## config.mk

```make
export PLATFORM = sky130hd
export DESIGN_NAME = rpc_prep_flat
export DESIGN_NICKNAME = d
export VERILOG_FILES = /design/src/rtl/core/rpc_pkg.sv /design/src/rtl/core/rpc_in_if.sv /design/src/rtl/core/rpc_prep.sv /design/src/flat_wrapper.sv
export SDC_FILE = /design/constraint.sdc
export NUM_CORES = 1
export LEC_CHECK = 0
export BUFFER_PORTS_ARGS = -buffer_cell sky130_fd_sc_hd__buf_2
export CELL_PAD_IN_SITES_DETAIL_PLACEMENT = 2
export CELL_PAD_IN_SITES_GLOBAL_PLACEMENT = 2
export CORE_UTILIZATION = 25
export DETAILED_ROUTE_END_ITERATION = 10
export PLACE_DENSITY = 0.63
export SYNTH_ARGS = -nofsm -noshare
export SYNTH_HDL_FRONTEND = slang
export SYNTH_SLANG_ARGS = --single-unit
```

## constraint.sdc

```tcl
create_clock -name i_clk -period 8.95 [get_ports i_clk]
set_input_delay 0.895 -clock i_clk [delete_from_list [all_inputs] [get_ports i_clk]]
set_output_delay 0.895 -clock i_clk [all_outputs]
set_load 0.005 [all_outputs]
```

## src/rtl/core/rpc_pkg.sv

```systemverilog
// rpc_pkg: constants, types and helper functions of the rectangular/polar converter
// shared by the cordic cells, the entry and exit stages and the top level
// no dependencies
package rpc_pkg;

    localparam int CORDIC_STEPS  = 16;
    localparam int FRACTION_BITS = 8;

    localparam int TABLE_LEN  = 24;
    localparam int TABLE_FRAC = 12;

    // guard bits and number of rotation steps, limited to what the table supports
    localparam int GUARD = (FRACTION_BITS > TABLE_FRAC) ? TABLE_FRAC : FRACTION_BITS;
    localparam int STEPS = (CORDIC_STEPS > TABLE_LEN) ? TABLE_LEN : CORDIC_STEPS;
    localparam int SHW   = $clog2(STEPS);

    // working widths: vector, angle accumulator, rounded angle
    localparam int VW = 19 + GUARD;
    localparam int ZW = 18 + GUARD;
    localparam int AW = 18;

    // gain removal: multiply by INV_GAIN, then round off GAIN_SHIFT + GUARD bits
    localparam int INV_GAIN   = 10188014;
    localparam int GAIN_SHIFT = 24;
    localparam int KW         = 25;
    localparam int PW         = VW + KW;
    localparam int MSH        = GAIN_SHIFT + GUARD;
    localparam int MW         = PW - MSH;

    localparam int HALF_TURN    = 23040;
    localparam int QUARTER_TURN = 11520;
    localparam int FULL_TURN    = 46080;
    localparam int MAG_LIMIT    = 65535;

    localparam logic signed [AW-1:0] HALF_A    = AW'(HALF_TURN);
    localparam logic signed [AW-1:0] QUARTER_A = AW'(QUARTER_TURN);
    localparam logic signed [AW-1:0] FULL_A    = AW'(FULL_TURN);
    localparam logic signed [ZW-1:0] HALF_Z    = ZW'(longint'(HALF_TURN) << GUARD);
    localparam logic signed [ZW-1:0] ANG_HALF  = ZW'((1 << GUARD) >> 1);
    localparam logic signed [KW-1:0] INV_K     = KW'(INV_GAIN);
    localparam logic signed [PW-1:0] MUL_HALF  = PW'(longint'(1) << (MSH - 1));
    localparam logic signed [MW-1:0] MAG_MAX   = MW'(MAG_LIMIT);
    localparam logic signed [MW-1:0] S16_MAX   = MW'(32767);
    localparam logic signed [MW-1:0] S16_MIN   = -MW'(32768);

    // atan(2^-i) in 1/524288 degree
    localparam int ATAN_TBL [TABLE_LEN] = '{
        23592960, 13927738, 7359034, 3735561, 1875029, 938429, 469329, 234679,
        117341, 58671, 29335, 14668, 7334, 3667, 1833, 917,
        458, 229, 115, 57, 29, 14, 7, 4
    };

    typedef enum logic [1:0] {
        CMD_RECT  = 2'd0,
        CMD_POLAR = 2'd1
    } t_cmd;

    typedef struct packed {
        logic               polar;
        logic               bad;
        logic               zero;
        logic signed [15:0] op_a;
        logic signed [15:0] op_b;
        logic signed [15:0] ang_w;
    } t_meta;

    typedef struct packed {
        logic signed [VW-1:0] x;
        logic signed [VW-1:0] y;
        logic signed [ZW-1:0] z;
    } t_vec;

    typedef struct packed {
        t_meta meta;
        t_vec  vec;
    } t_stage;

    // step angle rounded half up to the guard precision
    function automatic logic signed [ZW-1:0] atan_step(input int i);
        int sh;
        sh = TABLE_FRAC - GUARD;
        return ZW'((ATAN_TBL[i] + ((1 << sh) >> 1)) >>> sh);
    endfunction

    // fold an angle into (-half turn, half turn]
    function automatic logic signed [AW-1:0] wrap_angle(input logic signed [AW-1:0] a);
        logic signed [AW-1:0] r;
        r = a;
        if (r > HALF_A) begin
            r = r - FULL_A;
        end
        if (r <= -HALF_A) begin
            r = r + FULL_A;
        end
        return r;
    endfunction

    function automatic logic signed [15:0] sat16(input logic signed [MW-1:0] v);
        logic signed [15:0] r;
        if (v > S16_MAX) begin
            r = 16'sh7fff;
        end else if (v < S16_MIN) begin
            r = 16'sh8000;
        end else begin
            r = v[15:0];
        end
        return r;
    endfunction

endpackage

```

## src/rtl/core/rpc_in_if.sv

```systemverilog
// rpc_in_if: input channel of the converter, valid/ready with command and two operands
// no dependencies
interface rpc_in_if;
    logic               valid;
    logic               ready;
    logic [1:0]         cmd;
    logic signed [15:0] operand_a;
    logic signed [15:0] operand_b;

    modport source (output valid, cmd, operand_a, operand_b, input ready);
    modport sink   (input valid, cmd, operand_a, operand_b, output ready);
endinterface

```

## src/rtl/core/rpc_prep.sv

```systemverilog
// rpc_prep: entry stage, decodes the command and sets up the start vector of the cordic chain
// depends on rpc_pkg and rpc_in_if
module rpc_prep import rpc_pkg::*; (
    input  logic   i_clk,
    input  logic   i_rst_n,
    rpc_in_if.sink i_in,
    output logic   o_valid,
    input  logic   i_ready,
    output t_stage o_data
);

    logic                 r_valid;
    t_stage               r_data;
    t_stage               n_data;
    logic                 w_take;
    logic signed [VW-1:0] w_a_v;
    logic signed [VW-1:0] w_b_v;
    logic signed [AW-1:0] w_b_w;
    logic signed [AW-1:0] w_a_f;
    logic signed [16:0]   w_m;

    assign i_in.ready = !r_valid || i_ready;
    assign w_take     = i_in.valid && i_in.ready;

    always_comb begin
        w_a_v = VW'(i_in.operand_a) <<< GUARD;
        w_b_v = VW'(i_in.operand_b) <<< GUARD;
        w_b_w = wrap_angle(AW'(i_in.operand_b));
        w_a_f = w_b_w;
        w_m   = 17'(i_in.operand_a);

        n_data           = '0;
        n_data.meta.op_a = i_in.operand_a;
        n_data.meta.op_b = i_in.operand_b;
        n_data.meta.zero = (i_in.operand_a == 16'sd0) && (i_in.operand_b == 16'sd0);

        case (i_in.cmd)
            CMD_RECT: begin
                // left half plane: turn by a half turn first
                if (i_in.operand_a < 16'sd0) begin
                    n_data.vec.x = -w_a_v;
                    n_data.vec.y = -w_b_v;
                    n_data.vec.z = (i_in.operand_b >= 16'sd0) ? HALF_Z : -HALF_Z;
                end else begin
                    n_data.vec.x = w_a_v;
                    n_data.vec.y = w_b_v;
                end
            end
            CMD_POLAR: begin
                n_data.meta.polar = 1'b1;
                n_data.meta.ang_w = w_b_w[15:0];
                if (w_b_w > QUARTER_A) begin
                    w_a_f = w_b_w - HALF_A;
                    w_m   = -w_m;
                end else if (w_b_w < -QUARTER_A) begin
                    w_a_f = w_b_w + HALF_A;
                    w_m   = -w_m;
                end
                n_data.vec.x = VW'(w_m) <<< GUARD;
                n_data.vec.z = ZW'(w_a_f) <<< GUARD;
            end
            default: begin
                n_data.meta.bad = 1'b1;
            end
        endcase
    end

    always_ff @(posedge i_clk) begin
        if (!i_rst_n) begin
            r_valid <= 1'b0;
        end else if (i_in.ready) begin
            r_valid <= i_in.valid;
        end
    end

    always_ff @(posedge i_clk) begin
        if (w_take) begin
            r_data <= n_data;
        end
    end

    assign o_valid = r_valid;
    assign o_data  = r_data;

endmodule

```

## src/flat_wrapper.sv

```systemverilog
// flat-port wrapper written by rule: the top's interface ports become plain ports
module rpc_prep_flat import rpc_pkg::*;
  (i_clk, i_rst_n, o_valid, i_ready, o_data, i_in_valid, i_in_cmd, i_in_operand_a, i_in_operand_b, i_in_ready);
  rpc_in_if i_in_i ();
  input  logic i_clk;
  input  logic i_rst_n;
  output logic o_valid;
  input  logic i_ready;
  output t_stage o_data;
  input wire logic [$bits(i_in_i.valid)-1:0] i_in_valid;
  input wire logic [$bits(i_in_i.cmd)-1:0] i_in_cmd;
  input wire logic [$bits(i_in_i.operand_a)-1:0] i_in_operand_a;
  input wire logic [$bits(i_in_i.operand_b)-1:0] i_in_operand_b;
  output wire logic [$bits(i_in_i.ready)-1:0] i_in_ready;
  assign i_in_i.valid = i_in_valid;
  assign i_in_i.cmd = i_in_cmd;
  assign i_in_i.operand_a = i_in_operand_a;
  assign i_in_i.operand_b = i_in_operand_b;
  assign i_in_ready = i_in_i.ready;
  rpc_prep u_core (.i_clk(i_clk), .i_rst_n(i_rst_n), .i_in(i_in_i), .o_valid(o_valid), .i_ready(i_ready), .o_data(o_data));
endmodule
```

==> summary.md <==
| Metric | Value |
|---|---|
| Part of the cycle the worst path needs | approximately 63% |
| Diodes inserted | 0 |
| Via density | approximately 5 |
| Worst-margin pin slew | 0.771 ns |
| Clock buffer depth | 2 |
| Cts hold-fix bufs | 0 |
| Clock Skew | 0.00899 ns |
| Arrival @ worst endpoint | ~5.8 ns |
| # IOs | 171 |
| Layout cells sized above 1 | between 20% and 30% |
| Post-synth ARST share | 0% |
| Post-Route WL | 18.0 mm |
| Vias | 4632 |
| M1 WL | 8.33 mm |
| XOR/XNOR Fraction of Synth Area | around 2.4% |
| Final ANT Viol Nets | 0 |
| Worst Hold Depth | 2 |
| Htree depth | 3 |
| Compound-Gate Fraction of Synth Area | approximately 13% |
| Met3 Wirelength | 749 um |
| Post-synth top flop | edfxtp_1 |
| Crit path kind | in2reg |
| Number of flops mapped to enable cells by yosys | approximately 110 |
| First-pass GRT wire length | 28.1 mm |
| GRT Util Overall | 15.4% |
| Net switching power | 0.347 mW |
| Distinct cells, synth | 67 |
| Worst R2R Setup Slack | 6.79 ns |
| Syn avg cell area | 11.1 um^2 |
| Hold Crit Class | reg2reg |
| RR Startpoint | u_core.o_valid |
| Setup total negative slack | 0 ns |
| Largest net degree at the start of global routing | 57 |
| Final Hold Fails | 0 |
| Int Power | 0.898 mW |
| Post-synthesis mux area share | under 10% |
| Largest family of logic cells by synthesized area | simple AND/OR/NAND/NOR gates |
| Req. time, crit path | 9.06 ns |
| Slew HR | slightly below 50% |
| Simple-gate portion of the synthesized area | 17.6% |
| Endpoints failing setup | 0 |
| Max-Cap Viols | 0 |
| Yosys warns | 0 |
| Core ar. | between 20000 and 25000 um^2 |
| Seq cells post-synth | 108 |
| # rows | 55 |
| Clock share of power | roughly a third |
| NumNets Final | 700 |
| Leak | about 2.8 nW |
| Top cell type's share of synthesized area | approximately 56% |
| CP Launch Type | input port |
| Vias in the first global route | 4838 |
| Status | finished clean |
| RSZ-0062 raised after global routing | false |
| Hold_sp | u_core.o_valid |
| WHS Endpoint | u_core.o_valid |
| Die W | 154 um |
| Full die area | about 24000 um^2 |
| Crit Reg-Reg Endpoint | u_core.o_data[92] |
| CP endpoint kind | flip-flop |
| Postcts setup bufs | 0 |
| CTS resizes | 0 |
| Worst-case vdd ir drop | 112 uV |
| Worst-Skew Late Latency | 0.35 ns |
| Detail Placement HPWL | ~13 mm |
| DRC violations left | 0 |
| Top cell type by total area after synthesis | edfxtp_1 |
| PwrDens | 179 nW/um^2 |
| Post-synthesis adder-cell area fraction | about 2.6% |
| Met2 wire length | 8.57 mm |
| DP Area | between 6000 and 7000 um^2 |
| CTS tree | yes |
| CTS sink count | 108 |
| Initial antenna violation count | 1 |
| Slew Viols, Final | 0 |
| Port Buffer Count | 146 |
| Post-route cell area | slightly below 7000 um^2 |
| DR WL/cell | 19.1 um |
| Crit path time final | 5.65 ns |
| Clk pin slew, worst setup/hold paths | roughly 0.080 ns |
| Crit-path max FO | 26 |
| Top post-synthesis cells by area | edfxtp_1 56%, nor2_1 3.4%, buf_4 3.3% |
| Final GP Congestion | around 0.84 |
| R2R cell count | 3 |
| Cells after Synth | about 520 |
| Initial Util | roughly a quarter |
| Combinational share of power | 17.4% |
| Die H | 154 um |
| Area grow syn2layout | 21.0% |
| CTS Buf Count | 9 |
| Sw Ratio | between 20% and 30% |
| First-pass DRT Iterations | 4 |
| Grt ovf | 0 |
| Initial drt markers | 220 |
| Netlist Area Pre-Place | 5750 um^2 |
| Uppermost layer routed | met4 |
| Max Fclk | 0.177 GHz |
| Root Buffer | clkbuf_16 |
| Sequential area share after synthesis | 56.2% |
| Sequential Power Share | 48.9% |
## cell type report
type,count,area [um^2]
inverters,17,63.8
well taps,285,357
flip-flops and latches,108,3230
multi-input cells,367,2250
fillers,2506,15600
repair buffers,147,738
clock buffers,9,225
clock inverters,7,87.6
## power by group through the flow
stage	registers (mW)	logic [mW]	clock network, mW
after global placement	0.620	0.213	0
after floorplan	0.626	0.128	0
final	0.609	0.217	0.420
after CTS	0.610	0.221	0.434
after detailed placement	0.621	0.220	0
after global routing	0.613	0.240	0.450
## worst max-delay path by stage
stage / startpoint / endpoint / slack, ns
2_1_floorplan: i_in_operand_b[10] / u_core.o_data[70] / 3.63
3_3_place_gp: i_in_operand_b[0] / u_core.o_data[70] / 3.17
3_5_place_dp: i_in_operand_b[0] / u_core.o_data[70] / 2.97
4_1_cts: i_in_operand_b[0] / u_core.o_data[70] / 3.32
5_1_grt: i_in_operand_b[10] / u_core.o_data[77] / 2.94
6_report: i_in_operand_b[0] / u_core.o_data[70] / 3.30
## worst max-delay path, cell delays in order
cell      delay, ns
buf_2          0.11
inv_1          0.15
ha_1           0.25
or4b_4         0.54
nor4_4         0.40
o22ai_2        0.21
ha_1           0.25
nand4b_1       0.18
a31oi_1        0.11
o211ai_1       0.21
a21oi_1        0.14
a21oi_1        0.65
a31oi_1        0.25
a221o_1        0.48
a41o_4         0.43
a21oi_1        0.17
mux2_1         0.33
## cells in the mapped netlist (all sizes together), types with 5 or more instances
cell,count
edfxtp,107
nor2,52
nand2,34
o21ai,33
a21oi,32
buf,31
or3,22
and2,19
clkbuf,16
inv,16
nor3,14
ha,12
nand3,10
xnor2,8
xor2,8
nand2b,7
o211ai,7
mux2i,6
nor4,6
a31oi,5
mux2,5
o21a,5
or2,5
## sequential cells by signal, summed over array words and instances (netlist names)
name / flops
u_core.o_valid: 1
u_core.o_data: 107
## cells by family after synthesis
logic type      count (synthesis)
xor+xnor                       16
buf+inv                        64
fa+ha+maj                      12
compound gates                114
other cells                     1
simple gates                  190
mux                            11
flops                         108
## cell usage in the layout, fill, tap and decap left out, types with 13 or more instances in the layout
cell type / Yosys / layout
a21oi_1: 32 / 32
buf_2: 2 / 146
conb_1: 1 / 24
or3_1: 22 / 22
nor2_1: 52 / 52
o21ai_1: 13 / 13
edfxtp_1: 107 / 107
nand2_1: 34 / 34
and2_1: 18 / 17
o21ai_0: 20 / 20
nor3_1: 14 / 14
inv_1: 16 / 16
## stage by stage
stage | hold WS, ns | power (mW) | setup slack [ns] | cells | utilization [%]
2_1_floorplan | 0.537 | 0.754 | 3.63 | 539 | -
3_3_place_gp | 0.507 | 0.833 | 3.17 | 924 | 29.4
3_5_place_dp | 0.553 | 0.840 | 2.97 | 924 | 29.4
4_1_cts | 0.569 | 1.26 | 3.32 | 940 | 30.8
5_1_grt | 0.630 | 1.30 | 2.94 | 940 | 30.8
6_report | 0.565 | 1.25 | 3.30 | 940 | 30.8
## routing by layer
metal	GRT usage, %	vias to the layer above
met5	0	-
met4	4.95	0
met3	3.21	26
met2	25.8	138
met1	19.9	2335
li1	-	2133
(Power assumes the default switching activity.)
