<file path="src/rtl/core/rpc_pkg.sv">
// rpc_pkg: constants, types and helper functions of the rectangular/polar converter
// shared by the cordic cells, the entry and exit stages and the top level
// no dependencies
package rpc_pkg;

    localparam int CORDIC_STEPS  = 16;
    localparam int FRACTION_BITS = 8;

    localparam int TABLE_LEN  = 24;
    localparam int TABLE_FRAC = 12;

    // guard bits and number of rotation steps, limited to what the table supports
    localparam int GUARD = (FRACTION_BITS > TABLE_FRAC) ? TABLE_FRAC : FRACTION_BITS;
    localparam int STEPS = (CORDIC_STEPS > TABLE_LEN) ? TABLE_LEN : CORDIC_STEPS;
    localparam int SHW   = $clog2(STEPS);

    // working widths: vector, angle accumulator, rounded angle
    localparam int VW = 19 + GUARD;
    localparam int ZW = 18 + GUARD;
    localparam int AW = 18;

    // gain removal: multiply by INV_GAIN, then round off GAIN_SHIFT + GUARD bits
    localparam int INV_GAIN   = 10188014;
    localparam int GAIN_SHIFT = 24;
    localparam int KW         = 25;
    localparam int PW         = VW + KW;
    localparam int MSH        = GAIN_SHIFT + GUARD;
    localparam int MW         = PW - MSH;

    localparam int HALF_TURN    = 23040;
    localparam int QUARTER_TURN = 11520;
    localparam int FULL_TURN    = 46080;
    localparam int MAG_LIMIT    = 65535;

    localparam logic signed [AW-1:0] HALF_A    = AW'(HALF_TURN);
    localparam logic signed [AW-1:0] QUARTER_A = AW'(QUARTER_TURN);
    localparam logic signed [AW-1:0] FULL_A    = AW'(FULL_TURN);
    localparam logic signed [ZW-1:0] HALF_Z    = ZW'(longint'(HALF_TURN) << GUARD);
    localparam logic signed [ZW-1:0] ANG_HALF  = ZW'((1 << GUARD) >> 1);
    localparam logic signed [KW-1:0] INV_K     = KW'(INV_GAIN);
    localparam logic signed [PW-1:0] MUL_HALF  = PW'(longint'(1) << (MSH - 1));
    localparam logic signed [MW-1:0] MAG_MAX   = MW'(MAG_LIMIT);
    localparam logic signed [MW-1:0] S16_MAX   = MW'(32767);
    localparam logic signed [MW-1:0] S16_MIN   = -MW'(32768);

    // atan(2^-i) in 1/524288 degree
    localparam int ATAN_TBL [TABLE_LEN] = '{
        23592960, 13927738, 7359034, 3735561, 1875029, 938429, 469329, 234679,
        117341, 58671, 29335, 14668, 7334, 3667, 1833, 917,
        458, 229, 115, 57, 29, 14, 7, 4
    };

    typedef enum logic [1:0] {
        CMD_RECT  = 2'd0,
        CMD_POLAR = 2'd1
    } t_cmd;

    typedef struct packed {
        logic               polar;
        logic               bad;
        logic               zero;
        logic signed [15:0] op_a;
        logic signed [15:0] op_b;
        logic signed [15:0] ang_w;
    } t_meta;

    typedef struct packed {
        logic signed [VW-1:0] x;
        logic signed [VW-1:0] y;
        logic signed [ZW-1:0] z;
    } t_vec;

    typedef struct packed {
        t_meta meta;
        t_vec  vec;
    } t_stage;

    // step angle rounded half up to the guard precision
    function automatic logic signed [ZW-1:0] atan_step(input int i);
        int sh;
        sh = TABLE_FRAC - GUARD;
        return ZW'((ATAN_TBL[i] + ((1 << sh) >> 1)) >>> sh);
    endfunction

    // fold an angle into (-half turn, half turn]
    function automatic logic signed [AW-1:0] wrap_angle(input logic signed [AW-1:0] a);
        logic signed [AW-1:0] r;
        r = a;
        if (r > HALF_A) begin
            r = r - FULL_A;
        end
        if (r <= -HALF_A) begin
            r = r + FULL_A;
        end
        return r;
    endfunction

    function automatic logic signed [15:0] sat16(input logic signed [MW-1:0] v);
        logic signed [15:0] r;
        if (v > S16_MAX) begin
            r = 16'sh7fff;
        end else if (v < S16_MIN) begin
            r = 16'sh8000;
        end else begin
            r = v[15:0];
        end
        return r;
    endfunction

endpackage

</file>
<file path="src/rtl/core/rpc_out_if.sv">
// rpc_out_if: result channel of the converter, valid/ready with coordinates and flags
// no dependencies
interface rpc_out_if;
    logic               valid;
    logic               ready;
    logic signed [15:0] x_coord;
    logic signed [15:0] y_coord;
    logic signed [16:0] magnitude;
    logic signed [15:0] angle;
    logic               is_polar;
    logic               bad_mode;

    modport source (output valid, x_coord, y_coord, magnitude, angle, is_polar, bad_mode,
                    input ready);
    modport sink   (input valid, x_coord, y_coord, magnitude, angle, is_polar, bad_mode,
                    output ready);
endinterface

</file>
<file path="src/rtl/core/rpc_post.sv">
// rpc_post: exit stages, gain removal by multiplication, rounding, saturation and result select
// depends on rpc_pkg and rpc_out_if
module rpc_post import rpc_pkg::*; (
    input  logic      i_clk,
    input  logic      i_rst_n,
    input  logic      i_valid,
    output logic      o_ready,
    input  t_stage    i_data,
    rpc_out_if.source o_out
);

    // multiply stage
    logic                 r_a_valid;
    t_meta                r_a_meta;
    logic signed [PW-1:0] r_px;
    logic signed [PW-1:0] r_py;
    logic signed [AW-1:0] r_ang;
    logic signed [PW-1:0] n_px;
    logic signed [PW-1:0] n_py;
    logic signed [ZW-1:0] w_zr;
    logic                 w_a_ready;

    // output stage
    logic                 r_b_valid;
    logic signed [15:0]   r_x;
    logic signed [15:0]   r_y;
    logic signed [16:0]   r_mag;
    logic signed [15:0]   r_ang_o;
    logic                 r_polar;
    logic                 r_bad;
    logic signed [15:0]   n_x;
    logic signed [15:0]   n_y;
    logic signed [16:0]   n_mag;
    logic signed [15:0]   n_ang;
    logic signed [PW-1:0] w_rx;
    logic signed [PW-1:0] w_ry;
    logic signed [MW-1:0] w_mx;
    logic signed [MW-1:0] w_my;
    logic signed [AW-1:0] w_aw;
    logic                 w_b_ready;

    assign w_b_ready = !r_b_valid || o_out.ready;
    assign w_a_ready = !r_a_valid || w_b_ready;
    assign o_ready   = w_a_ready;

    always_comb begin
        n_px = PW'(i_data.vec.x) * PW'(INV_K);
        n_py = PW'(i_data.vec.y) * PW'(INV_K);
        w_zr = (i_data.vec.z + ANG_HALF) >>> GUARD;
    end

    always_ff @(posedge i_clk) begin
        if (!i_rst_n) begin
            r_a_valid <= 1'b0;
        end else if (w_a_ready) begin
            r_a_valid <= i_valid;
        end
    end

    always_ff @(posedge i_clk) begin
        if (i_valid && w_a_ready) begin
            r_a_meta <= i_data.meta;
            r_px     <= n_px;
            r_py     <= n_py;
            r_ang    <= w_zr[AW-1:0];
        end
    end

    always_comb begin
        w_rx = (r_px + MUL_HALF) >>> MSH;
        w_ry = (r_py + MUL_HALF) >>> MSH;
        w_mx = w_rx[MW-1:0];
        w_my = w_ry[MW-1:0];
        w_aw = wrap_angle(r_ang);
        n_x   = '0;
        n_y   = '0;
        n_mag = '0;
        n_ang = '0;
        if (r_a_meta.bad) begin
            // unknown command: zero vector
        end else if (r_a_meta.polar) begin
            n_x   = sat16(w_mx);
            n_y   = sat16(w_my);
            n_mag = 17'(r_a_meta.op_a);
            n_ang = r_a_meta.ang_w;
        end else begin
            n_x = r_a_meta.op_a;
            n_y = r_a_meta.op_b;
            if (!r_a_meta.zero) begin
                n_mag = (w_mx > MAG_MAX) ? MAG_MAX[16:0] : w_mx[16:0];
                n_ang = w_aw[15:0];
            end
        end
    end

    always_ff @(posedge i_clk) begin
        if (!i_rst_n) begin
            r_b_valid <= 1'b0;
        end else if (w_b_ready) begin
            r_b_valid <= r_a_valid;
        end
    end

    always_ff @(posedge i_clk) begin
        if (r_a_valid && w_b_ready) begin
            r_x     <= n_x;
            r_y     <= n_y;
            r_mag   <= n_mag;
            r_ang_o <= n_ang;
            r_polar <= r_a_meta.polar;
            r_bad   <= r_a_meta.bad;
        end
    end

    assign o_out.valid     = r_b_valid;
    assign o_out.x_coord   = r_x;
    assign o_out.y_coord   = r_y;
    assign o_out.magnitude = r_mag;
    assign o_out.angle     = r_ang_o;
    assign o_out.is_polar  = r_polar;
    assign o_out.bad_mode  = r_bad;

endmodule

</file>
<file path="src/flat_wrapper.sv">
// flat-port wrapper written by rule: the top's interface ports become plain ports
module rpc_post_flat import rpc_pkg::*;
  (i_clk, i_rst_n, i_valid, o_ready, i_data, o_out_valid, o_out_x_coord, o_out_y_coord, o_out_magnitude, o_out_angle, o_out_is_polar, o_out_bad_mode, o_out_ready);
  rpc_out_if o_out_i ();
  input  logic i_clk;
  input  logic i_rst_n;
  input  logic i_valid;
  output logic o_ready;
  input  t_stage i_data;
  output wire logic [$bits(o_out_i.valid)-1:0] o_out_valid;
  output wire logic [$bits(o_out_i.x_coord)-1:0] o_out_x_coord;
  output wire logic [$bits(o_out_i.y_coord)-1:0] o_out_y_coord;
  output wire logic [$bits(o_out_i.magnitude)-1:0] o_out_magnitude;
  output wire logic [$bits(o_out_i.angle)-1:0] o_out_angle;
  output wire logic [$bits(o_out_i.is_polar)-1:0] o_out_is_polar;
  output wire logic [$bits(o_out_i.bad_mode)-1:0] o_out_bad_mode;
  input wire logic [$bits(o_out_i.ready)-1:0] o_out_ready;
  assign o_out_valid = o_out_i.valid;
  assign o_out_x_coord = o_out_i.x_coord;
  assign o_out_y_coord = o_out_i.y_coord;
  assign o_out_magnitude = o_out_i.magnitude;
  assign o_out_angle = o_out_i.angle;
  assign o_out_is_polar = o_out_i.is_polar;
  assign o_out_bad_mode = o_out_i.bad_mode;
  assign o_out_i.ready = o_out_ready;
  rpc_post u_core (.i_clk(i_clk), .i_rst_n(i_rst_n), .i_valid(i_valid), .o_ready(o_ready), .i_data(i_data), .o_out(o_out_i));
endmodule
</file>
<file path="config.mk">
export PLATFORM = sky130hd
export DESIGN_NAME = rpc_post_flat
export DESIGN_NICKNAME = d
export VERILOG_FILES = /design/src/rtl/core/rpc_pkg.sv /design/src/rtl/core/rpc_out_if.sv /design/src/rtl/core/rpc_post.sv /design/src/flat_wrapper.sv
export SDC_FILE = /design/constraint.sdc
export NUM_CORES = 2
export LEC_CHECK = 0
export BUFFER_PORTS_ARGS = -buffer_cell sky130_fd_sc_hd__clkbuf_2
export CAP_MARGIN = 20
export CORE_MARGIN = 2
export CORE_UTILIZATION = 55
export CTS_CLUSTER_SIZE = 40
export DETAILED_ROUTE_END_ITERATION = 8
export PLACE_DENSITY = 0.77
export SYNTH_ARGS = -nofsm -noshare
export SYNTH_HDL_FRONTEND = slang
export SYNTH_SLANG_ARGS = --single-unit
</file>
<file path="constraint.sdc">
create_clock -name i_clk -period 20.9 [get_ports i_clk]
set_clock_uncertainty 0.05 [all_clocks]
set_input_delay 4.18 -clock i_clk [delete_from_list [all_inputs] [get_ports i_clk]]
set_output_delay 4.18 -clock i_clk [all_outputs]
set_load 0.05 [all_outputs]
</file>
==> reports/metrics.json <==
{
  "outcome": {
    "status": "complete, no violations"
  },
  "critical_path": {
    "signal_arrival_time_at_the_worst_endpoint_ns": 12.08,
    "worst-path-max-fanout": 37,
    "critical_path.reg2reg.startpoint": "u_core.r_ang[10]$_DFFE_PP_",
    "end_kind": "flop",
    "timing.reg2reg.worst_path_depth": 13,
    "critical_path.startpoint_type": "primary input",
    "crit-reg2reg-capture": "u_core.o_out.angle[10]$_SDFFCE_PP0P_",
    "crit_type": "in2reg",
    "required_time_at_the_endpoint_of_the_critical_path_ns": 21.04,
    "worst-r2r-setup-slack_ns": 17.31,
    "crit_path_end": "u_core.r_py[48]$_DFFE_PP_",
    "worstSetupStartpoint": "i_data[52]"
  },
  "yosys": {
    "mappedNetlistNets": 4586,
    "synth_top_cell_area_share_pct": 36.0,
    "warnings_from_yosys": 0,
    "area_leader_netlist": "fa_1",
    "seq_area_frac_synth_pct": 15.5,
    "synth_ff_type": "edfxtp_1",
    "postSynth.asyncResetShare_pct": 0,
    "post_synth_edffs": 178,
    "netlist_area_sq_um": 34800,
    "yosys.cell_count.top_type": "inv_1",
    "ys_ff_latch": 180,
    "synth.top_cells.by_count": "882 x inv_1, 626 x fa_1, 582 x ha_1",
    "netlist_top_cells_area": "fa_1 36%, ha_1 21%, edfxtp_1 15%",
    "synthCells": 3243,
    "syn_area_per_cell_sq_um": 10.7,
    "distinct_cells_synth": 74
  },
  "die": {
    "die_x_um": 256,
    "die_area_sq_um": 65300,
    "die_height_um": 256,
    "row_count": 92,
    "floorplan.io_pins": 204,
    "standard_cell_core_area_sq_um": 62900,
    "floorplan.initialDensity_pct": 55.4
  },
  "finish": {
    "finalNetCount": 4780,
    "layout_overhead_on_the_synthesized_area_pct": 7.49,
    "fillerInstances": 5136,
    "multi_input_comb_area_sq_um": 26000,
    "ff_latch_area_sq_um": 5390,
    "layout-drive-gt1-share_pct": 8.23
  },
  "grt": {
    "wire_length_of_the_first_global_routing_pass_mm": 130,
    "met1_usage_pct": 33.3,
    "tot_gr_track_use_pct": 25.1,
    "grt_most_used_layer": "met2",
    "overflow_left_after_global_routing": 0,
    "globalRouteMet2Util_pct": 42.2,
    "use_met3_pct": 3.90,
    "grt_antenna_before_repair": 4,
    "grt_pass1_vias": 24900,
    "grt_start_max_net_pins": 80
  },
  "sta": {
    "max_slew_violations": 0,
    "setup_repair_after_global_routing_missed_its_margin": "no",
    "final-hold-violation-count": 0,
    "setup_viol_count_final": 0,
    "timing.max_slew.rel_slack_pct": 30.6,
    "fmaxAchievable_ghz": 0.0837,
    "min_period_over_period_pct": 57.2,
    "finalCriticalPeriod_ns": 11.95,
    "total_neg_setup_slack_ns": 0,
    "max_slew.worst_pin.slew_ns": 1.04
  },
  "clock_network": {
    "worst_skew_pair.late_latency_ns": 0.44,
    "postCtsHoldBufs": 0,
    "cts_max_level": 4,
    "tritoncts": "done",
    "cts_root_buffer": "clkbuf_16",
    "post_cts_resized": 0,
    "post-cts-setup-buffers": 0,
    "clkSinkCount": 180,
    "max-clock-path-buffers": 2,
    "numCtsBuffers": 17,
    "cts.reportedPaths.clkPinSlew_ns": 0.07
  },
  "place": {
    "hpwlAfterDp_mm": 67.7,
    "port_buffers": 196,
    "routabilityCongestion": 0.952
  },
  "drt": {
    "via_count": 22800,
    "drc_violation_count_after_routing": 0,
    "drt-vias-per-instance": 5.30,
    "drt-total-wl_mm": 78.4,
    "dr.first_iter.drc_count": 1770,
    "routed_wire_length_per_instance_um": 18.2,
    "postRouteAntennaNets": 0,
    "drt_pass1_iterations": 5
  },
  "job": {
    "maxCapViolations": 0
  },
  "hold_path": {
    "worst_hold_path_type": "reg2reg"
  }
}
cell usage in the layout, fill, tap and decap left out, types with 17 or more instances in the layout:
cell	Yosys	final
nand2_1	87	87
o211ai_1	20	20
clkbuf_16	0	17
clkbuf_2	0	196
nand3_1	37	37
nand4_1	22	22
fa_1	626	626
a21oi_1	93	93
inv_1	882	882
nor2_1	106	106
a21o_1	96	96
xnor2_1	84	84
ha_1	582	582
nor2b_1	19	17
xor2_1	105	105
nor3_1	20	20
o21ai_0	67	67
edfxtp_1	178	178
worst min-delay path by stage:
stage / from / end / slack [ns] / cells after the start
2_1_floorplan: u_core.r_a_meta[50]$_DFFE_PP_ / u_core.o_out.is_polar$_DFFE_PP_ / 0.37 / 0
3_3_place_gp: u_core.r_a_meta[11]$_DFFE_PP_ / u_core.o_out.angle[11]$_SDFFCE_PP0P_ / 0.45 / 2
3_5_place_dp: u_core.r_a_valid$_SDFFE_PN0N_ / u_core.o_out.valid$_SDFFE_PN0P_ / 0.47 / 1
4_1_cts: u_core.r_a_valid$_SDFFE_PN0N_ / u_core.o_out.valid$_SDFFE_PN0P_ / 0.49 / 1
5_1_grt: u_core.r_a_meta[13]$_DFFE_PP_ / u_core.o_out.angle[13]$_SDFFCE_PP0P_ / 0.51 / 1
6_report: u_core.r_a_valid$_SDFFE_PN0N_ / u_core.o_out.valid$_SDFFE_PN0P_ / 0.49 / 1
critical path: stages:
cell and delay [ns]:
clkbuf_2 0.54, buf_4 0.52, ha_1 0.35, xor2_1 0.18, fa_1 0.58, fa_1 0.54, fa_1 0.52, inv_1 0.05
fa_1 0.50, fa_1 0.51, inv_1 0.06, fa_1 0.49, inv_1 0.05, ha_1 0.32, o21ai_0 0.11, o22ai_1 0.17
nor3_1 0.08, a221oi_1 0.83, a31oi_1 0.34, o41ai_1 0.74, o21a_1 0.21, nor2_1 0.05, xnor2_1 0.12
final cells by class:
| cell class | instances | share of cell area [%] |
|---|---|---|
| diodes | 1 | 0.00669 |
| repair buffers | 204 | 2.79 |
| inverters | 882 | 8.85 |
| multi-input cells | 2152 | 69.4 |
| flip-flops and latches | 180 | 14.4 |
| well taps | 846 | 2.83 |
| clock buffers | 20 | 1.25 |
| clock inverters | 12 | 0.445 |
flip-flops by register name, summed over array words and instances, names as in the netlist:
signal	count
u_core.r_a_valid	1
u_core.o_out.magnitude	17
u_core.o_out.bad_mode	1
u_core.o_out.angle	16
u_core.o_out.y_coord	16
u_core.r_a_meta	51
u_core.r_ang	18
u_core.o_out.x_coord	16
u_core.o_out.valid	1
u_core.r_px	21
u_core.r_py	21
u_core.o_out.is_polar	1
metal layers:
| metal | wire, um | part of all wire [%] |
|---|---|---|
| met2 | 37500 | 48 |
| met3 | 4750 | 6.1 |
| met5 | 39 | 0.050 |
| met1 | 33200 | 42 |
| met4 | 2850 | 3.6 |
metrics by stage:
| stage | instance area [sq um] | hold slack, ns | util [%] | instances | worst slack (ns) |
|---|---|---|---|---|---|
| after CTS | 37400 | 0.488 | 59.5 | 4294 | 8.97 |
| final | 37400 | 0.486 | 59.5 | 4297 | 8.95 |
| after detailed placement | 36800 | 0.466 | 58.5 | 4262 | 8.53 |
| after global placement | 36800 | 0.453 | 58.5 | 4262 | 8.58 |
| after global routing | 37400 | 0.509 | 59.5 | 4296 | 8.54 |
| after floorplan | 34800 | 0.374 | - | 3243 | 10.61 |
cell families after synthesis:
| family | count (synthesis) | share of synthesized area (%) |
|---|---|---|
| adders and majority gates | 1208 | 56.9 |
| muxes | 6 | 0.172 |
| and+or+nand+nor | 380 | 5.64 |
| xor gates and xnor gates | 190 | 4.80 |
| AOI/OAI and AO/OA | 368 | 7.09 |
| buffers and inverters | 911 | 9.93 |
| DFF | 180 | 15.5 |
Power is not shown: default switching activity piles up to over one toggle a cycle in this logic, so the estimate is an artifact.
