File: config.mk
export PLATFORM = sky130hd
export DESIGN_NAME = rpc_cell
export DESIGN_NICKNAME = d
export VERILOG_FILES = /design/src/rtl/core/rpc_pkg.sv /design/src/rtl/core/rpc_cell.sv
export SDC_FILE = /design/constraint.sdc
export NUM_CORES = 1
export LEC_CHECK = 0
export BUFFER_PORTS_ARGS = -buffer_cell sky130_fd_sc_hd__buf_2
export CAP_MARGIN = 15
export CORE_ASPECT_RATIO = 0.8
export CORE_MARGIN = 1
export CORE_UTILIZATION = 35
export DETAILED_ROUTE_END_ITERATION = 16
export GPL_TIMING_DRIVEN = 0
export PLACE_DENSITY_LB_ADDON = 0.08
export SYNTH_ARGS = -nofsm -noshare
export SYNTH_HDL_FRONTEND = slang
export SYNTH_SLANG_ARGS = --single-unit
File: constraint.sdc
create_clock -name i_clk -period 16.8 [get_ports i_clk]
set_clock_uncertainty 0.2 [all_clocks]
set_input_delay 3.36 -clock i_clk [delete_from_list [all_inputs] [get_ports i_clk]]
set_output_delay 3.36 -clock i_clk [all_outputs]
set_load 0.005 [all_outputs]
File: src/rtl/core/rpc_pkg.sv
// rpc_pkg: constants, types and helper functions of the rectangular/polar converter
// shared by the cordic cells, the entry and exit stages and the top level
// no dependencies
package rpc_pkg;

    localparam int CORDIC_STEPS  = 16;
    localparam int FRACTION_BITS = 8;

    localparam int TABLE_LEN  = 24;
    localparam int TABLE_FRAC = 12;

    // guard bits and number of rotation steps, limited to what the table supports
    localparam int GUARD = (FRACTION_BITS > TABLE_FRAC) ? TABLE_FRAC : FRACTION_BITS;
    localparam int STEPS = (CORDIC_STEPS > TABLE_LEN) ? TABLE_LEN : CORDIC_STEPS;
    localparam int SHW   = $clog2(STEPS);

    // working widths: vector, angle accumulator, rounded angle
    localparam int VW = 19 + GUARD;
    localparam int ZW = 18 + GUARD;
    localparam int AW = 18;

    // gain removal: multiply by INV_GAIN, then round off GAIN_SHIFT + GUARD bits
    localparam int INV_GAIN   = 10188014;
    localparam int GAIN_SHIFT = 24;
    localparam int KW         = 25;
    localparam int PW         = VW + KW;
    localparam int MSH        = GAIN_SHIFT + GUARD;
    localparam int MW         = PW - MSH;

    localparam int HALF_TURN    = 23040;
    localparam int QUARTER_TURN = 11520;
    localparam int FULL_TURN    = 46080;
    localparam int MAG_LIMIT    = 65535;

    localparam logic signed [AW-1:0] HALF_A    = AW'(HALF_TURN);
    localparam logic signed [AW-1:0] QUARTER_A = AW'(QUARTER_TURN);
    localparam logic signed [AW-1:0] FULL_A    = AW'(FULL_TURN);
    localparam logic signed [ZW-1:0] HALF_Z    = ZW'(longint'(HALF_TURN) << GUARD);
    localparam logic signed [ZW-1:0] ANG_HALF  = ZW'((1 << GUARD) >> 1);
    localparam logic signed [KW-1:0] INV_K     = KW'(INV_GAIN);
    localparam logic signed [PW-1:0] MUL_HALF  = PW'(longint'(1) << (MSH - 1));
    localparam logic signed [MW-1:0] MAG_MAX   = MW'(MAG_LIMIT);
    localparam logic signed [MW-1:0] S16_MAX   = MW'(32767);
    localparam logic signed [MW-1:0] S16_MIN   = -MW'(32768);

    // atan(2^-i) in 1/524288 degree
    localparam int ATAN_TBL [TABLE_LEN] = '{
        23592960, 13927738, 7359034, 3735561, 1875029, 938429, 469329, 234679,
        117341, 58671, 29335, 14668, 7334, 3667, 1833, 917,
        458, 229, 115, 57, 29, 14, 7, 4
    };

    typedef enum logic [1:0] {
        CMD_RECT  = 2'd0,
        CMD_POLAR = 2'd1
    } t_cmd;

    typedef struct packed {
        logic               polar;
        logic               bad;
        logic               zero;
        logic signed [15:0] op_a;
        logic signed [15:0] op_b;
        logic signed [15:0] ang_w;
    } t_meta;

    typedef struct packed {
        logic signed [VW-1:0] x;
        logic signed [VW-1:0] y;
        logic signed [ZW-1:0] z;
    } t_vec;

    typedef struct packed {
        t_meta meta;
        t_vec  vec;
    } t_stage;

    // step angle rounded half up to the guard precision
    function automatic logic signed [ZW-1:0] atan_step(input int i);
        int sh;
        sh = TABLE_FRAC - GUARD;
        return ZW'((ATAN_TBL[i] + ((1 << sh) >> 1)) >>> sh);
    endfunction

    // fold an angle into (-half turn, half turn]
    function automatic logic signed [AW-1:0] wrap_angle(input logic signed [AW-1:0] a);
        logic signed [AW-1:0] r;
        r = a;
        if (r > HALF_A) begin
            r = r - FULL_A;
        end
        if (r <= -HALF_A) begin
            r = r + FULL_A;
        end
        return r;
    endfunction

    function automatic logic signed [15:0] sat16(input logic signed [MW-1:0] v);
        logic signed [15:0] r;
        if (v > S16_MAX) begin
            r = 16'sh7fff;
        end else if (v < S16_MIN) begin
            r = 16'sh8000;
        end else begin
            r = v[15:0];
        end
        return r;
    endfunction

endpackage

File: src/rtl/core/rpc_cell.sv
// rpc_cell: one cordic micro-rotation with its own pipeline register
// depends on rpc_pkg
module rpc_cell import rpc_pkg::*; (
    input  logic                 i_clk,
    input  logic                 i_rst_n,
    input  logic [SHW-1:0]       i_shift,
    input  logic signed [ZW-1:0] i_atan,
    input  logic                 i_valid,
    output logic                 o_ready,
    input  t_stage               i_data,
    output logic                 o_valid,
    input  logic                 i_ready,
    output t_stage               o_data
);

    logic                 r_valid;
    t_stage               r_data;
    t_stage               n_data;
    logic signed [VW-1:0] w_dx;
    logic signed [VW-1:0] w_dy;
    logic                 w_cw;

    assign o_ready = !r_valid || i_ready;

    always_comb begin
        w_dx = i_data.vec.y >>> i_shift;
        w_dy = i_data.vec.x >>> i_shift;
        // vectoring drives y to zero, rotation drives z to zero
        w_cw = i_data.meta.polar ? (i_data.vec.z < 0) : (i_data.vec.y >= 0);
        n_data = i_data;
        if (w_cw) begin
            n_data.vec.x = i_data.vec.x + w_dx;
            n_data.vec.y = i_data.vec.y - w_dy;
            n_data.vec.z = i_data.vec.z + i_atan;
        end else begin
            n_data.vec.x = i_data.vec.x - w_dx;
            n_data.vec.y = i_data.vec.y + w_dy;
            n_data.vec.z = i_data.vec.z - i_atan;
        end
    end

    always_ff @(posedge i_clk) begin
        if (!i_rst_n) begin
            r_valid <= 1'b0;
        end else if (o_ready) begin
            r_valid <= i_valid;
        end
    end

    always_ff @(posedge i_clk) begin
        if (i_valid && o_ready) begin
            r_data <= n_data;
        end
    end

    assign o_valid = r_valid;
    assign o_data  = r_data;

endmodule

==> key figures, run 1 <==
Outcome
  • Status: finished clean

Clock tree
  • Cts repair resizes: 0
  • Clk sinks: around 130
  • Post-CTS Setup Repair Bufs: 0
  • CTS hold repair buffers: 0
  • Clk_lat worst skew: 450 ps
  • Num CTS Buffers: 17
  • TritonCTS clock tree: yes
  • CTS Buffer Depth: 2
  • Worst-path clk slew: around 80 ps
  • # H-tree levels: 4
  • Root buf cell: clkbuf_16

Setup path
  • R2r endpoint: o_data[113]
  • Register-to-Register Path Depth: 4
  • R2R Path Start: o_valid
  • Crit-path max FO: 10
  • Crit path launch type: primary input
  • R2r setup slk: 14660 ps
  • Worst setup EP type: register
  • CP Class: in2reg
  • Worst Path Arrival: slightly above 10000 ps
  • Worst EP required: ~17000 ps

Timing
  • Max Fclk: just under 0.1 GHz
  • Final Slew Violations: 0
  • Setup violations, final: 0
  • Hold violation count in the final report: 0
  • RSZ-0062 raised after global routing: no
  • Slew @ Worst Pin: 984 ps
  • PnR worst setup slack: around 6500 ps
  • Slew HR: around 34%
  • Period utilisation layout: around three fifths
  • Min cycle time layout: 10280 ps
  • Final TNS setup: 0 ps

Placed design
  • Gpl congestion: 0.933
  • I/O Buffers: roughly 300
  • HPWL Detailed: 33200 um
  • Dpl ws: slightly above 6000 ps

Drt
  • Drc violations: 0
  • Final wirelength: around 42000 um
  • Final ANT Viol Nets: 0
  • DRT iter0 DRCs: ~900
  • Vias: ~11000
  • Wirelength per Cell: 21.0 um
  • Drt first pass iters: 7
  • Via density: approximately 5.6

Synth
  • Synth top cells by count: edfxtp_1 (131), a21oi_1 (104), nand2_1 (97), nor2_1 (95), xnor2_1 (87)
  • Mean Syn Cell Area: 10.0 um^2
  • Cell taking the most area after synthesis: edfxtp_1
  • Ys flop type: edfxtp_1
  • Ys async rst share: 0%
  • Count leader, synth: edfxtp_1
  • Mapped Cells: 1221
  • Synth top area cells: edfxtp_1 (32%), mux4_2 (9.7%), ha_1 (8.6%)
  • Top cell type's share of synthesized area: around 32%
  • Yosys Warn Count: 0
  • Syn Nets: 1473
  • Cell area after synthesis: 12300 um^2
  • #FFs+latches synth: between 100 and 150
  • Part of the Yosys area used for sequential elements: between 30% and 40%
  • Post-synthesis cell type count: 68
  • Number of enable flip-flop cells after synthesis: 131

Power and ir drop
  • Maximum vdd drop: between 0.05 and 0.06 mV
  • Leak: slightly above 6 nW
  • Pwr Density: 98.2 nW/um^2

Die
  • Initial core utilization: ~36%
  • Die footprint: 35800 um^2
  • Die W: approximately 210 um
  • IO Pins: roughly 300
  • Std-Cell Rows: 60
  • Core area: approximately 34000 um^2
  • Die height: between 150 and 200 um

GRT
  • Global route total overflow: 0
  • Initial antenna violation count: 3
  • First-pass GRT wire length: ~64000 um
  • Largest net degree at the start of global routing: 55
  • GRT Resource Usage Total: 23.6%
  • Vias in the first global route: roughly 11000

Min path
  • Hold Startpoint: o_valid
  • Hold Path Depth: 2
  • Hold WC Path Type: reg2reg
  • Hold path endpoint: o_valid

Cells and area
  • Area Overhead vs Synth: 22.3%
  • Layout cells sized above 1: about 28%
  • Fin nets: around 1800

Run
  • Max Cap Viol: 0
registers in the layout, indices dropped and copies added, names as in the netlist:
register	cells
o_data	131
o_valid	1
worst max-delay path, cell delays in order:
cell	delay, ps
buf_2	120
buf_1	430
clkbuf_1	490
buf_1	500
clkbuf_1	480
buf_1	550
buf_1	420
a21oi_1	80
a21oi_1	190
ha_1	200
nand2b_1	110
or4b_4	610
o21ai_0	220
xnor2_1	160
ha_1	330
a21o_1	200
a21oi_1	130
nor2b_1	70
a2111o_1	270
o21ai_0	300
a21oi_1	150
a41o_1	310
o41ai_1	430
xnor2_1	120
area by class of cell:
| cell class | instances | area, um^2 |
|---|---|---|
| plain buffers | 47 | 215 |
| inverters | 33 | 124 |
| multi-input cells | 1009 | 7960 |
| fillers | 3417 | 19000 |
| clock buffers | 17 | 425 |
| clock inverters | 15 | 180 |
| diodes | 2 | 5.00 |
| well taps | 465 | 582 |
| repair buffers | 300 | 1540 |
| flip-flops and latches | 132 | 3950 |
worst max path at each step:
stage / cells past startpoint / to / slack (ps) / start
3_3_place_gp: 24 / o_data[79] / 6210 / i_shift[2]
5_1_grt: 24 / o_data[78] / 6080 / i_shift[2]
2_1_floorplan: 23 / o_data[79] / 7800 / i_shift[2]
6_report: 24 / o_data[78] / 6520 / i_shift[2]
4_1_cts: 24 / o_data[78] / 6680 / i_shift[2]
3_5_place_dp: 24 / o_data[78] / 6190 / i_shift[2]
placed cells by master (no fill, tap or decap), drive strengths merged, types with 20 or more instances in the layout:
cell type	Yosys	layout
buf	26	326
a21oi	104	104
o21ai	78	78
inv	33	42
xor2	49	49
a211oi	21	21
nor2	95	95
mux4	61	61
nor3	28	28
mux2i	30	30
mux2	20	20
clkbuf	21	38
nand2	97	97
a21o	20	20
edfxtp	131	131
xnor2	87	87
ha	84	84
nand3	23	23
logic make-up after synthesis:
| logic type | synth area share [%] |
|---|---|
| flops | 32.3 |
| simple gates | 13.2 |
| buf+inv | 2.77 |
| mux | 15.7 |
| fa+ha+maj | 9.07 |
| xor+xnor | 9.72 |
| compound gates | 17.3 |
power breakdown:
group	switching [mW]	internal [mW]
sequential	0.0125	0.446
clock	0.184	0.213
combinational	0.348	0.269
layer usage:
metal | up-vias | track usage (%) | wire (um) | share of wire (%)
met5 | - | 0 | 16 | 0.038
met4 | 2 | 6.71 | 834 | 2.0
met3 | 55 | 5.00 | 3190 | 7.5
met2 | 478 | 38.5 | 19800 | 47
met1 | 5442 | 31.5 | 18600 | 44
li1 | 5321 | - | - | -
stage by stage:
stage | area (um^2) | total power [mW] | hold slack, ps | cells | utilization (%)
detailed placement | 14400 | 1.08 | 330 | 1986 | 42.3
finish | 15000 | 1.47 | 336 | 2020 | 44.1
global route | 15000 | 1.56 | 387 | 2019 | 44.1
global placement | 14300 | 1.08 | 306 | 1983 | 42.1
CTS | 15000 | 1.48 | 342 | 2018 | 44.1
floorplan | 12300 | 0.879 | 337 | 1221 | -
Note: power is estimated with default switching activity, not from simulation.
==> run 2: changes to the inputs <==
==> constraint.sdc (replaced) <==
create_clock -name i_clk -period 8.75 [get_ports i_clk]
set_clock_uncertainty 0.2 [all_clocks]
set_input_delay 1.75 -clock i_clk [delete_from_list [all_inputs] [get_ports i_clk]]
set_output_delay 1.75 -clock i_clk [all_outputs]
set_load 0.005 [all_outputs]
==> key figures, run 2 (synthesized netlist as in run 1, its figures left out) <==
Outcome
  • Status: finished clean

Placed design
  • Gpl congestion: 0.933 (unchanged)
  • Inst Count DP: 1986 (unchanged)
  • HPWL Detailed: 33200 um (unchanged)
  • I/O Buffers: 297 (unchanged)

Setup path
  • Crit path launch type: primary input
  • Worst EP required: 8750 ps (-8050 ps)
  • Family with the most delay on the worst path: buffers and inverters
  • Cell mode on critical path: buf_2
  • Worst path slowest cell: clkbuf_1
  • R2R Path Start: o_valid
  • Worst Path Arrival: 8190 ps (-2080 ps)
  • Setup crit start: i_shift[3]
  • CP Cell Sequence: buf_2, buf_2, buf_2, buf_2, buf_2, buf_2, clkbuf_1, a21oi_1, a211oi_1, nand3_1, or3_1, o21ai_1, xor2_1, ha_1, and3_1, and2_1, a21oi_1, nor2b_1, a41oi_1, a211oi_1, a211oi_1, a21oi_1, xor2_1
  • CP Class: in2reg
  • Max incr delay on CP: 590 ps (-20 ps)
  • Crit-path max FO: 10 (unchanged)
  • Bufs and invs on worst path: 7 (unchanged)
  • Worst setup EP type: register

Die
  • Std-Cell Rows: 60 (unchanged)
  • Die height: 169 um (unchanged)
  • Die W: 211 um (unchanged)
  • IO Pins: 298 (unchanged)
  • Die footprint: 35800 um^2 (unchanged)
  • Core area: 34000 um^2 (unchanged)
  • Initial core utilization: 36.0% (unchanged)

Clock tree
  • Worst-path clk slew: 80 ps (about the same)
  • Post-CTS Setup Repair Bufs: 0 (unchanged)
  • Clk sinks: 132 (unchanged)
  • Root buf cell: clkbuf_16
  • TritonCTS clock tree: yes
  • Clk_lat worst skew: 450 ps (about the same)
  • CTS hold repair buffers: 0 (unchanged)
  • CTS Buffer Depth: 2 (unchanged)
  • # H-tree levels: 4 (unchanged)
  • Num CTS Buffers: 17 (unchanged)

Power and ir drop
  • Pint: 1.78 mW (+92%)
  • Maximum vdd drop: 0.114 mV (+92%)
  • Pwr Total: 2.83 mW (+92%)
  • Switching share of total power: 37.0% (about the same)
  • Leak: 6.15 nW (+0.15%)
  • Comb power frac: 41.9% (about the same)
  • P_sw: 1.05 mW (+92%)
  • Seq pwr share: 31.1% (about the same)
  • Clock power share: 27.0% (about the same)
  • Pwr Density: 189 nW/um^2 (+92%)

Timing
  • Slew @ Worst Pin: 1020 ps (+35.3 ps)
  • Slew HR: 32.0% (-2.4 points)
  • Max Fclk: ~0.12 GHz
  • RSZ-0062 raised after global routing: no
  • Period utilisation layout: between 90 and 100%
  • Final Slew Violations: 0 (unchanged)
  • Setup violations, final: 0 (unchanged)
  • Hold violation count in the final report: 0 (unchanged)
  • Min cycle time layout: 8190 ps

Min path
  • Hold Startpoint: o_valid
  • Hold WC Path Type: reg2reg

Drt
  • Drt first pass iters: 5 (-2)
  • Vias: 11400 (+0.49%)
  • Final ANT Viol Nets: 0 (unchanged)
  • DRT iter0 DRCs: 957 (+6.6%)
  • Via density: 5.62 (+0.49%)
  • Wirelength per Cell: 21.0 um (about the same)
  • Final wirelength: 42500 um (about the same)
  • Drc violations: 0 (unchanged)

GRT
  • Global route total overflow: 0 (unchanged)
  • Initial antenna violation count: 3 (unchanged)
  • Vias in the first global route: 11100 (unchanged)
  • First-pass GRT wire length: 63800 um (unchanged)
  • Largest net degree at the start of global routing: 55 (unchanged)
  • GRT Resource Usage Total: 23.6% (unchanged)

Cells and area
  • Most frequent cells in the layout: buf_2 (310), edfxtp_1 (131), a21oi_1 (104)
  • Layout Cells excl Fill: 2020 (unchanged)
  • Max FFs per register: 131 (unchanged)
  • Commonest non-fill, non-tap cell in the layout: buf_2
  • Fin nets: 1792 (unchanged)
  • Area Overhead vs Synth: 22.4% (about the same)
  • Layout cells sized above 1: 28.2% (+0.19 points)

Run
  • Max Cap Viol: 0 (unchanged)
-- run 2: repair_timing --
item	4_1_cts	5_1_grt
gates resized for setup	0	5
hold endpoints to repair	0	0
endpoints found under the setup margin	0	6
-- run 2: tightest hold or removal path: cells and delay by family (launching register included) --
kind               cells  cell delay [ps]
AOI/OAI and AO/OA      1               80
DFF                    1              320
and+or+nand+nor        1               90
-- run 2: power by group through the flow --
stage	sequential (mW)	clock (mW)	combinational, mW
finish	0.880	0.763	1.18
global route	0.891	0.803	1.31
CTS	0.882	0.786	1.18
detailed placement	0.894	0	1.18
global placement	0.900	0	1.17
floorplan	0.916	0	0.772
-- run 2: layout make-up --
class / count / area (um^2)
clock buffer: 17 / 425
tap: 465 / 582
inverter: 33 / 124
fill: 3414 / 19000
timing repair buffer: 300 / 1540
clock inverter: 15 / 180
antenna: 2 / 5.00
multi-input combinational: 1009 / 7960
buffer: 47 / 219
sequential: 132 / 3950
-- run 2: worst paths after layout --
check | endpoint | slack, ps | depth (start not counted)
worst max-delay path | o_data[51] | 560 | 23
worst min-delay path | o_valid | 340 | 2
worst max register to register | o_data[113] | 6610 | 4
worst min register to register | o_valid | 340 | 2
-- run 2: per-layer routing --
layer  vias to the layer above  share of wire (%)  global-route usage (%)  routed length [um]
met1                      5479                 44                    31.5               18600
met3                        57                7.6                    5.00                3220
li1                       5328                  -                       -                   -
met2                       487                 47                    38.5               19800
met4                         2                1.9                    6.71                 826
met5                         -              0.038                       0                  16
-- run 2: metrics by stage --
step                TNS (ps)  cell area, um^2  setup WS, ps  hold slack [ps]  utilization (%)
floorplan                  0            12300          1360              337                -
global placement        -421            14300          -227              306             42.1
detailed placement      -423            14400          -245              330             42.3
CTS                        0            15000           238              342             44.1
global route               0            15000           161              387             44.1
finish                     0            15000           559              336             44.1
==> run 3: changes to the inputs <==
--- a/config.mk
+++ b/config.mk
@@ -10,6 +10,7 @@
 export CORE_ASPECT_RATIO = 0.8
 export CORE_MARGIN = 1
 export CORE_UTILIZATION = 35
+export CTS_BUF_LIST = sky130_fd_sc_hd__clkbuf_4 sky130_fd_sc_hd__clkbuf_8
 export DETAILED_ROUTE_END_ITERATION = 16
 export GPL_TIMING_DRIVEN = 0
 export PLACE_DENSITY_LB_ADDON = 0.08
==> key figures, run 3 (synthesized netlist as in run 1, its figures left out) <==
Outcome
  • Status: finished clean

Placed design
  • HPWL Detailed: 33200 um (unchanged)
  • I/O Buffers: 297 (unchanged)
  • Dpl ws: -245 ps (unchanged)
  • Gpl congestion: 0.933 (unchanged)

Cells and area
  • Area Overhead vs Synth: 20.8%
  • Max FFs per register: 131 (unchanged)
  • Commonest non-fill, non-tap cell in the layout: buf_2
  • Fin util: 43.5% (-0.57 points)
  • Fin nets: 1792 (unchanged)
  • Layout cells sized above 1: 28.1% (-0.064 points)
  • Most frequent cells in the layout: buf_2 (310), edfxtp_1 (131), a21oi_1 (104)

Power and ir drop
  • Comb power frac: 44.9% (+3.0 points)
  • Pwr Density: 178 nW/um^2 (-5.6%)
  • Seq pwr share: 33.4% (+2.3 points)
  • Pint: 1.61 mW (-9.4%)
  • Maximum vdd drop: 0.0906 mV (-21%)
  • Switching share of total power: 38.8% (+1.7 points)
  • P_sw: 1.02 mW (-2.5%)
  • Leak: 6.05 nW (-1.5%)
  • Clock power share: 21.7% (-5.3 points)

Clock tree
  • Worst-path clk slew: 110 ps (+30 ps)
  • Post-CTS Setup Repair Bufs: 0 (unchanged)
  • # H-tree levels: 4 (unchanged)
  • Clk sinks: 132 (unchanged)
  • CTS hold repair buffers: 0 (unchanged)
  • TritonCTS clock tree: yes
  • Num CTS Buffers: 17 (unchanged)
  • Cts repair resizes: 0 (unchanged)
  • CTS Buffer Depth: 2 (unchanged)
  • Root buf cell: clkbuf_8
  • Clk_lat worst skew: 500 ps (+50 ps)

Timing
  • Max Fclk: 0.120 GHz (-1.5%)
  • Min cycle time layout: 8310 ps (+123 ps)
  • Setup violations, final: 0 (unchanged)
  • Slew @ Worst Pin: 986 ps (-33.7 ps)
  • RSZ-0062 raised after global routing: no
  • Hold violation count in the final report: 0 (unchanged)
  • Period utilisation layout: 95.0% (+1.4 points)
  • Slew HR: 34.3% (+2.2 points)
  • PnR worst setup slack: 435 ps (-123 ps)
  • Final Slew Violations: 0 (unchanged)

GRT
  • Initial antenna violation count: 3 (unchanged)
  • Vias in the first global route: 11100 (-0.036%)
  • Global route total overflow: 0 (unchanged)
  • GRT Resource Usage Total: 23.5% (-0.050 points)
  • Largest net degree at the start of global routing: 55 (unchanged)
  • First-pass GRT wire length: 63700 um (-0.20%)

Setup path
  • CP Cell Sequence: buf_2, buf_1, clkbuf_2, buf_1, clkbuf_1, clkbuf_2, buf_1, a21oi_1, a21oi_1, ha_1, nand2b_1, or4b_4, o21ai_0, xnor2_1, ha_1, a21o_1, a21oi_1, nor2b_1, a2111o_1, o21ai_0, a21oi_1, a41o_1, o41ai_1, xnor2_1
  • Family with the most delay on the worst path: buffers and inverters
  • Max incr delay on CP: 610 ps (+20 ps)
  • Worst path slowest cell: or4b_4
  • Worst Path Arrival: 8360 ps (+170 ps)
  • Crit path launch type: primary input
  • CP Class: in2reg
  • Worst setup EP type: register
  • Crit-path max FO: 10 (unchanged)
  • Bufs and invs on worst path: 7 (unchanged)
  • Worst EP required: 8800 ps (+50 ps)
  • Cell mode on critical path: a21oi_1

Die
  • Initial core utilization: 36.0% (unchanged)
  • Std-Cell Rows: 60 (unchanged)
  • Die footprint: 35800 um^2 (unchanged)
  • Die height: 169 um (unchanged)
  • Core area: 34000 um^2 (unchanged)
  • Die W: 211 um (unchanged)
  • IO Pins: 298 (unchanged)

Drt
  • Vias: 11300 (-0.83%)
  • Wirelength per Cell: 21.0 um (-0.26%)
  • Final wirelength: 42300 um (-0.31%)
  • Drc violations: 0 (unchanged)
  • Drt first pass iters: 5 (unchanged)
  • DRT iter0 DRCs: 919 (-4.0%)
  • Final ANT Viol Nets: 0 (unchanged)
  • Via density: 5.58 (-0.78%)

Min path
  • Hold WC Path Type: reg2reg

Run
  • Max Cap Viol: 0 (unchanged)
## run 3: cell type report
type	instances	area (um^2)
multi-input cells	1009	7960
clock buffers	17	234
plain buffers	47	218
inverters	33	124
fillers	3437	19200
diodes	1	2.50
repair buffers	300	1540
clock inverters	15	180
flip-flops and latches	132	3950
well taps	465	582
## run 3: worst paths after layout
kind                               endpoint       start  cells past startpoint  slack [ps]
worst max-delay path             o_data[78]  i_shift[2]                     24         440
worst min register to register      o_valid     o_valid                      2         340
worst max register to register  o_data[113]     o_valid                      4        6600
worst min-delay path                o_valid     o_valid                      2         340
## run 3: stage by stage
| step | hold WS, ps | cell area, um^2 | power [mW] | instances | TNS, ps |
|---|---|---|---|---|---|
| final | 343 | 14800 | 2.63 | 2019 | 0 |
| after global routing | 392 | 14800 | 2.81 | 2019 | 0 |
| after CTS | 348 | 14800 | 2.66 | 2018 | 0 |
| after detailed placement | 330 | 14400 | 2.07 | 1986 | -423 |
| after global placement | 306 | 14300 | 2.07 | 1983 | -421 |
| after floorplan | 337 | 12300 | 1.69 | 1221 | 0 |
## run 3: power by group through the flow
stage / combinational (mW) / sequential (mW) / clock [mW]
2_1_floorplan: 0.772 / 0.916 / 0
3_3_place_gp: 1.17 / 0.900 / 0
3_5_place_dp: 1.18 / 0.894 / 0
4_1_cts: 1.18 / 0.881 / 0.595
5_1_grt: 1.31 / 0.890 / 0.612
6_report: 1.18 / 0.879 / 0.571
## run 3: worst register-to-register path: cells and delay by family (launching register included)
kind,cells,cell delay (ps)
buf+inv,2,630
flops,1,330
simple gates,2,630
## run 3: metal layers
layer  up-vias  track usage, %  part of all wire [%]
li1       5307               -                     -
met1      5409            31.6                    44
met2       479            38.1                    46
met4         2            7.37                   2.3
met5         -               0                 0.038
met3        62            4.68                   7.4
